## config.mk

```make
export PLATFORM = sky130hd
export DESIGN_NAME = tsa_ctrl
export DESIGN_NICKNAME = d
export VERILOG_FILES = /design/src/rtl/tag_score_argmax_table_assert.svh /design/src/rtl/tsa_pkg.sv /design/src/rtl/tsa_ctrl.sv
export SDC_FILE = /design/constraint.sdc
export NUM_CORES = 1
export LEC_CHECK = 0
export BUFFER_PORTS_ARGS = -buffer_cell sky130_fd_sc_hd__buf_4
export CAP_MARGIN = 40
export CORE_MARGIN = 3
export CORE_UTILIZATION = 45
export DETAILED_ROUTE_END_ITERATION = 8
export PLACE_DENSITY = 0.79
export SETUP_SLACK_MARGIN = 0.5
export SLEW_MARGIN = 20
export SYNTH_ARGS = -nofsm -noshare
export SYNTH_HDL_FRONTEND = slang
export SYNTH_SLANG_ARGS = --single-unit
```

## constraint.sdc

```tcl
create_clock -name i_clk -period 3.5 [get_ports i_clk]
set_input_delay 0.35 -clock i_clk [delete_from_list [all_inputs] [get_ports i_clk]]
set_output_delay 0.35 -clock i_clk [all_outputs]
set_load 0.005 [all_outputs]
```

## src/rtl/tag_score_argmax_table_assert.svh

```systemverilog
// Assertion macros used by the tag score table top-level RTL.
`ifndef TAG_SCORE_ARGMAX_TABLE_ASSERT_SVH
`define TAG_SCORE_ARGMAX_TABLE_ASSERT_SVH

// Check a condition in the same cycle as its trigger.
`define TSA_ASSERT_SAME(label, ante, cons) \
    label: assert property (@(posedge i_clk) disable iff (!i_rst_n) (ante) |-> (cons)) \
        else $error("tag_score_argmax_table: same-cycle check failed");

// Check a condition in the cycle after its trigger.
`define TSA_ASSERT_NEXT(label, ante, cons) \
    label: assert property (@(posedge i_clk) disable iff (!i_rst_n) (ante) |=> (cons)) \
        else $error("tag_score_argmax_table: next-cycle check failed");

`endif

```

## src/rtl/tsa_pkg.sv

```systemverilog
// Shared types and constants for the tag score table.
package tsa_pkg;

    // Port field widths
    localparam int TAG_W        = 8;
    localparam int SCORE_IN_W   = 24;
    localparam int BEST_TAG_W   = 9;
    localparam int BEST_SCORE_W = 25;
    localparam int COUNT_W      = 9;

    // Operation codes
    localparam logic OP_ADD = 1'b0;
    localparam logic OP_DEL = 1'b1;

    // Controller states
    typedef enum logic [2:0] {
        S_CLEAR,
        S_IDLE,
        S_UPDATE,
        S_SCAN,
        S_SCAN_END,
        S_DONE
    } t_state;

    // Commands from controller to datapath
    typedef struct packed {
        logic acc;       // latch request, read its entry
        logic upd;       // apply the request to the table
        logic scan_rd;   // read entry at the sweep address for the rescan
        logic clr_wr;    // clear entry at the sweep address
        logic out_load;  // load the result register
    } t_cmd;

    // Status from datapath to controller
    typedef struct packed {
        logic need_scan; // best tag was removed, rescan needed
    } t_sts;

endpackage

```

## src/rtl/tsa_ctrl.sv

```systemverilog
// Controller: sequences clearing, per-request update, rescan and result handoff.
module tsa_ctrl import tsa_pkg::*; #(
    parameter int TAG_COUNT = 256
) (
    input  logic                         i_clk,
    input  logic                         i_rst_n,
    input  logic                         i_in_valid,
    input  logic                         i_out_stall,
    input  t_sts                         i_sts,
    output t_cmd                         o_cmd,
    output logic [$clog2(TAG_COUNT)-1:0] o_sweep_addr,
    output logic                         o_in_stall,
    output logic                         o_out_valid
);

    localparam int AW = $clog2(TAG_COUNT);
    localparam logic [AW-1:0] LAST_ADDR = AW'(TAG_COUNT - 1);

    t_state        r_state, n_state;
    logic [AW-1:0] r_addr, n_addr;
    logic          r_out_valid, n_out_valid;
    logic          out_free;

    assign out_free = !r_out_valid || !i_out_stall;

    // State, sweep counter and result valid
    always_ff @(posedge i_clk) begin
        if (!i_rst_n) begin
            r_state     <= S_CLEAR;
            r_addr      <= '0;
            r_out_valid <= 1'b0;
        end else begin
            r_state     <= n_state;
            r_addr      <= n_addr;
            r_out_valid <= n_out_valid;
        end
    end

    // Next state and commands
    always_comb begin
        n_state = r_state;
        n_addr  = r_addr;
        o_cmd   = '0;
        unique case (r_state)
            S_CLEAR: begin
                o_cmd.clr_wr = 1'b1;
                if (r_addr == LAST_ADDR) begin
                    n_addr  = '0;
                    n_state = S_IDLE;
                end else begin
                    n_addr = r_addr + 1'b1;
                end
            end
            S_IDLE: begin
                if (i_in_valid) begin
                    o_cmd.acc = 1'b1;
                    n_state   = S_UPDATE;
                end
            end
            S_UPDATE: begin
                o_cmd.upd = 1'b1;
                if (i_sts.need_scan) begin
                    n_addr  = '0;
                    n_state = S_SCAN;
                end else if (out_free) begin
                    o_cmd.out_load = 1'b1;
                    n_state        = S_IDLE;
                end else begin
                    n_state = S_DONE;
                end
            end
            S_SCAN: begin
                o_cmd.scan_rd = 1'b1;
                if (r_addr == LAST_ADDR) begin
                    n_addr  = '0;
                    n_state = S_SCAN_END;
                end else begin
                    n_addr = r_addr + 1'b1;
                end
            end
            S_SCAN_END: begin
                // last read entry folds into the best this cycle
                n_state = S_DONE;
            end
            S_DONE: begin
                if (out_free) begin
                    o_cmd.out_load = 1'b1;
                    n_state        = S_IDLE;
                end
            end
            default: begin
                n_state = S_IDLE;
            end
        endcase
        n_out_valid = o_cmd.out_load || (r_out_valid && i_out_stall);
    end

    assign o_sweep_addr = r_addr;
    assign o_in_stall   = (r_state != S_IDLE);
    assign o_out_valid  = r_out_valid;

endmodule

```

==> impl_metrics.csv, run 1 <==
group,metric,value,unit
hold_path,holdPathEnd,"o_sweep_addr[6]$_SDFFE_PN0P_",
routing,drcViolationCount,0,
setup_path,worstRegToRegCells,5,
timing,hold_ws,289,ps
die,dieWidth,45.3,microns
layout,diodes,0,
clock_tree,worst_skew_pair.late_latency,280,ps
setup_path,crit_chain,"ha_1 -> and3_1 -> a2111oi_0 -> o21ai_1 -> a21oi_1",
routing,vias_per_cell,6.09,
clock_tree,cts_hold_buffers,0,
setup_path,worstPathRequired,3710,ps
run_status,status,"finished clean",
logic_synthesis,syn_avg_cell_area,8.37,sq um
timing,slew_headroom,0.448,
routing,drt_first_pass_iters,4,
timing,fin_worst_skew,8.01,ps
power,power,290,uW
flow_run,max_cap_viol_count,0,
setup_path,cpLargestDelayFamily,"compound AO/OA/AOI/OAI gates",
setup_path,r2r-end,"o_sweep_addr[7]$_SDFFE_PN0P_",
hold_path,holdCritStartpoint,"i_sts",
layout,finalNonFillerCells,116,
die,initial_core_util,0.508,
clock_tree,ctsResizeCount,0,
layout,synthToLayoutAreaGrowth,24.1,%
timing,fin_setup_tns,0,ps
grt,antenna_found_initial,0,
logic_synthesis,yosys-top-cells-area,"dfxtp_1, a21oi_1, nor2_1, xnor2_1, nand3_1",
setup_path,end_kind,"register",
setup_path,crit_buf_inv,0,
timing,worstMarginPinSlew,807,ps
routing,postRouteAntennaNets,0,
clock_tree,cts_buffer_depth,2,
setup_path,r2r_start,"o_sweep_addr[0]$_SDFFE_PN0P_",
grt,overflow,0,
setup_path,arrival,2430,ps
setup_path,critPathSlowestCell,"a2111oi_0",
die,die_area,0.00205,sq mm
setup_path,startpoint_type,"register",
logic_synthesis,ys_ff_latch,12,
placed_design,dp_cells,112,
logic_synthesis,synth_edf_count,0,
grt,grt_pass1_wl,2.61,mm
clock_tree,cts_made_buffers,3,
routing,vias,707,
setup_path,cp_max_fo,7,
grt,grt_pass1_vias,595,
layout,drive_above_1_share,0.257,
clock_tree,path_clk_slew,80,ps
logic_synthesis,synth_most_common_cell,"dfxtp_1",
logic_synthesis,synth_top_area_cell,"dfxtp_1",
setup_path,r2r_slack,1280,ps
layout,post-route-util,0.631,
logic_synthesis,ys_warn_count,0,
logic_synthesis,synth_top_flop_cell,"dfxtp_1",
timing,fmax,451,MHz
logic_synthesis,synth_top_area_share,0.346,
die,die_h,45.3,microns
timing,final-setup-viol-count,0,
grt,grt_max_degree,17,
routing,drt_iter0_drc,13,
clock_tree,htree_num_levels,1,
grt,grt_usage,0.177,
clock_tree,cts_tree,"done",
power,leakage,0.000350,uW
layout,fill_cells,133,
power,p_per_area,336,mW/mm^2
placed_design,hpwl,1.17,mm
die,rows,13,
die,core,0.00137,sq mm
timing,rsz0062_at_grt,"false",
logic_synthesis,synth-async-reset-ratio,0,
logic_synthesis,syn-num-nets,89,
timing,drv_slew,0,
clock_tree,cts_sinks,12,
setup_path,cpPeakStageDelay,760,ps
setup_path,critPathKind,"register to register",
placed_design,port_buffers,19,
timing,finalCritPeriodShare,0.634,
routing,drt-total-wl,1.62,mm
logic_synthesis,synthCells,83,
clock_tree,postCtsSetupBuffers,0,
power,ir_drop,0.287,mV
logic_synthesis,synth_cell_types,37,
placed_design,place_congestion,0.779,
logic_synthesis,ys_seq_area_frac,0.346,
logic_synthesis,netlist_area,694,sq um
die,design.portCount,20,
timing,hold_violations,0,
timing,fin_crit,2220,ps
routing,wire_per_inst,14.0,microns
hold_path,worst_hold_path_type,"primary input to register",
clock_tree,cts_root_buf,"clkbuf_4",
layout,fin_nets,108,
logic_synthesis,synthTopCellsByCount,"dfxtp_1, nor2_1, a21oi_1",
hold_path,hold_depth,2,
==> metrics by stage <==
stage	instance area [sq um]	setup slack [ps]
3_5_place_dp	826	1360
3_3_place_gp	826	1480
2_1_floorplan	694	1660
4_1_cts	862	1330
5_1_grt	862	1140
6_report	862	1280
==> registers in the layout, summed over array words and instances (netlist names) <==
signal,cells
r_state,3
o_sweep_addr,8
o_out_valid,1
==> layout by cell type, fill, tap and decap left out, types with 2 or more instances in the layout <==
master    synthesis  routed
o31ai_1           3       3
dfxtp_1          12      12
nand2_1           5       5
a21oi_1           6       6
inv_1             3       3
and3b_1           2       2
xnor2_1           3       3
or4_1             2       2
nor3b_1           2       2
buf_4             0      19
nor2_1            8       8
nor2b_1           3       3
nand3_1           5       5
o21ai_0           2       2
nor4_1            2       2
clkbuf_4          0       3
==> worst register-to-register path, cell delays in order, from the launching register on <==
cell       delay [ps]
dfxtp_1           350
ha_1              250
and3_1            220
a2111oi_0         760
o21ai_1           380
a21oi_1           200
==> cell type report <==
cell class | count | area, sq um | share of cell area
clock buffers | 4 | 36.3 | 0.0421
inverters | 3 | 11.3 | 0.0131
multi-input cells | 63 | 413 | 0.479
flip-flops and latches | 12 | 240 | 0.279
well taps | 15 | 18.8 | 0.0218
repair buffers | 19 | 143 | 0.165
==> metal layers <==
metal | global-route usage | up-vias | routed length (microns)
met4 | 0.123 | 0 | 40
met2 | 0.282 | 31 | 734
met5 | 0 | - | 0
met3 | 0.0359 | 6 | 109
li1 | - | 349 | -
met1 | 0.210 | 321 | 738
==> cell families after synthesis <==
family	after synthesis	synth area share
and+or+nand+nor	37	0.308
AOI/OAI and AO/OA	20	0.204
xor gates and xnor gates	4	0.0505
buffers and inverters	8	0.0594
adders and majority gates	1	0.0180
muxes	1	0.0144
DFF	12	0.346
==> where the power goes <==
group | leakage (uW) | switching (uW) | internal [uW] | total (uW)
clock network | 0.0000210 | 45.7 | 63.3 | 109
registers | 0.0000972 | 7.39 | 142 | 149
logic | 0.000232 | 14.6 | 17.1 | 31.6
==> how the worst max path moves through the flow <==
stage                                 startpoint                      endpoint  depth (start not counted)
floorplan           o_sweep_addr[0]$_SDFFE_PN0P_  o_sweep_addr[5]$_SDFFE_PN0P_                          5
global placement    o_sweep_addr[0]$_SDFFE_PN0P_  o_sweep_addr[7]$_SDFFE_PN0P_                          5
detailed placement  o_sweep_addr[0]$_SDFFE_PN0P_  o_sweep_addr[7]$_SDFFE_PN0P_                          5
CTS                 o_sweep_addr[0]$_SDFFE_PN0P_  o_sweep_addr[7]$_SDFFE_PN0P_                          5
global route        o_sweep_addr[0]$_SDFFE_PN0P_  o_sweep_addr[7]$_SDFFE_PN0P_                          5
finish              o_sweep_addr[0]$_SDFFE_PN0P_  o_sweep_addr[7]$_SDFFE_PN0P_                          5
Note: power is estimated with default switching activity, not from simulation.
==> run 2: changes to the inputs <==
Settings changed: CORE_UTILIZATION 45 to 44, PLACE_DENSITY 0.79 to 0.8.
Clock period 3.5 ns to 1.87 ns, I/O delays scaled along.
==> run 2 against run 1 <==
Register-to-register slack worse by 1100 ps. Clock-buffer cell count unchanged. Flip-flop and latch count unchanged. Hold slack worse by 140 ps. Sequential share of layout area down 5.3 points. Critical path type unchanged. Critical endpoint is now o_sweep_addr[6]$_SDFFE_PN0P_. Largest cell class unchanged. Largest power group unchanged.
==> impl_metrics.csv, run 2 (synthesis gave the netlist of run 1 again) <==
group,metric,value,unit
routing,drt-total-wl,2.46,mm
setup_path,cpLargestDelayFamily,"simple AND/OR/NAND/NOR gates",
grt,grt_usage,0.260,
layout,fill_cells,81,
grt,grt_pass1_wl,3.78,mm
timing,slew_headroom,0.747,
flow_run,max_cap_viol_count,0,
routing,drcViolationCount,0,
die,design.portCount,20,
timing,worstMarginPinSlew,375,ps
power,power,590,uW
clock_tree,worst_skew_pair.late_latency,280,ps
setup_path,end_kind,"register",
timing,drv_slew,0,
timing,rsz0062_at_grt,"true",
setup_path,arrival,1850,ps
grt,grt_pass1_vias,789,
layout,fin_nets,125,
die,dieWidth,45.7,microns
routing,postRouteAntennaNets,0,
clock_tree,cts_sinks,12,
clock_tree,cts_buffer_depth,2,
setup_path,cp_max_fo,6,
setup_path,worstRegToRegCells,4,
die,initial_core_util,0.502,
placed_design,place_congestion,0.822,
clock_tree,cts_tree,"done",
die,die_h,45.7,microns
setup_path,startpoint_type,"register",
timing,fin_worst_skew,3.07,ps
grt,overflow,0,
routing,vias_per_cell,6.13,
setup_path,cp.depth,4,
routing,wire_per_inst,18.5,microns
die,die_area,0.00209,sq mm
layout,drive_above_1_share,0.534,
clock_tree,cts_made_buffers,3,
clock_tree,path_clk_slew,80,ps
setup_path,crit_chain,"nor3b_1 -> or3_4 -> or4_4 -> a221oi_2",
timing,hold_violations,0,
timing,worst_slack,216,ps
layout,largest_reg_flops,8,
die,rows,13,
setup_path,crit_buf_inv,0,
routing,drt_first_pass_iters,4,
timing,fin_crit,1650,ps
grt,antenna_found_initial,0,
layout,synthToLayoutAreaGrowth,62.9,%
routing,drt_iter0_drc,16,
placed_design,hpwl,1.39,mm
timing,fmax,605,MHz
timing,finalCritPeriodShare,0.885,
power,leakage,0.000458,uW
layout,layout_commonest_cell,"buf_4",
layout,diodes,0,
timing,fin_setup_tns,0,ps
hold_path,hold_depth,2,
hold_path,worst_hold_path_type,"primary input to register",
clock_tree,htree_num_levels,1,
run_status,status,"finished clean",
routing,vias,815,
clock_tree,cts_root_buf,"clkbuf_4",
grt,grt_max_degree,16,
power,ir_drop,0.521,mV
timing,final-setup-viol-count,0,
layout,mostFrequentLayoutCells,"buf_4, nor2_1, dfxtp_1",
setup_path,critPathSlowestCell,"or4_4",
setup_path,worstPathRequired,2070,ps
placed_design,port_buffers,19,
setup_path,cpPeakStageDelay,430,ps
die,core,0.00138,sq mm
power,p_per_area,521,mW/mm^2
setup_path,critPathKind,"register to register",
placed_design,dp_slack,76.8,ps
## run 2: changes by cell type in the layout (fill, tap and decap cells not counted), sizes merged
cell  change
buf      +17
## run 2: cell type report
cell class	count	area (sq um)	share of cell area
Clock buffer	4	36.3	0.0321
Timing Repair Buffer	36	278	0.246
Inverter	3	11.3	0.00996
Tap cell	15	18.8	0.0166
Multi-Input combinational cell	63	532	0.470
Sequential cell	12	255	0.226
## run 2: layer usage
| metal | up-vias | GRT usage | share of wire |
|---|---|---|---|
| met5 | - | 0 | 0 |
| met4 | 0 | 0.153 | 0.038 |
| met3 | 10 | 0.0593 | 0.048 |
| met2 | 32 | 0.423 | 0.50 |
| met1 | 394 | 0.307 | 0.42 |
| li1 | 379 | - | - |
## run 2: through the flow
step	hold WS [ps]	instance area, sq um	cells	util
after floorplan	275	721	83	-
after global placement	413	898	119	0.650
after detailed placement	414	898	119	0.650
after CTS	145	1080	131	0.782
after global routing	158	1130	133	0.818
final	152	1130	133	0.818
## run 2: report_power, final
part | total (uW) | internal [uW] | leakage [uW] | switching [uW]
clock | 213 | 119 | 0.0000210 | 93.8
combinational | 95.3 | 52.3 | 0.000337 | 43.0
sequential | 282 | 265 | 0.000101 | 17.4
total | 590 | 436 | 0.000458 | 154
## run 2: final timing paths
kind / startpoint / endpoint / slack [ps]
worst max-delay path: r_state[1]$_SDFFE_PN0P_ / o_sweep_addr[6]$_SDFFE_PN0P_ / 220
worst min-delay path: i_rst_n / r_state[0]$_SDFFE_PN0P_ / 150
worst min register to register: o_out_valid$_SDFF_PN0_ / o_out_valid$_SDFF_PN0_ / 510
worst max register to register: r_state[1]$_SDFFE_PN0P_ / o_sweep_addr[6]$_SDFFE_PN0P_ / 220
## run 2: what timing repair did
| item | CTS | global route |
|---|---|---|
| setup endpoints to repair | 15 | 16 |
| pin swaps | 13 | 5 |
| resized for setup | 22 | 7 |
| gates cloned | 0 | 0 |
| setup buffers | 8 | 2 |
| hold buffers | 0 | 0 |
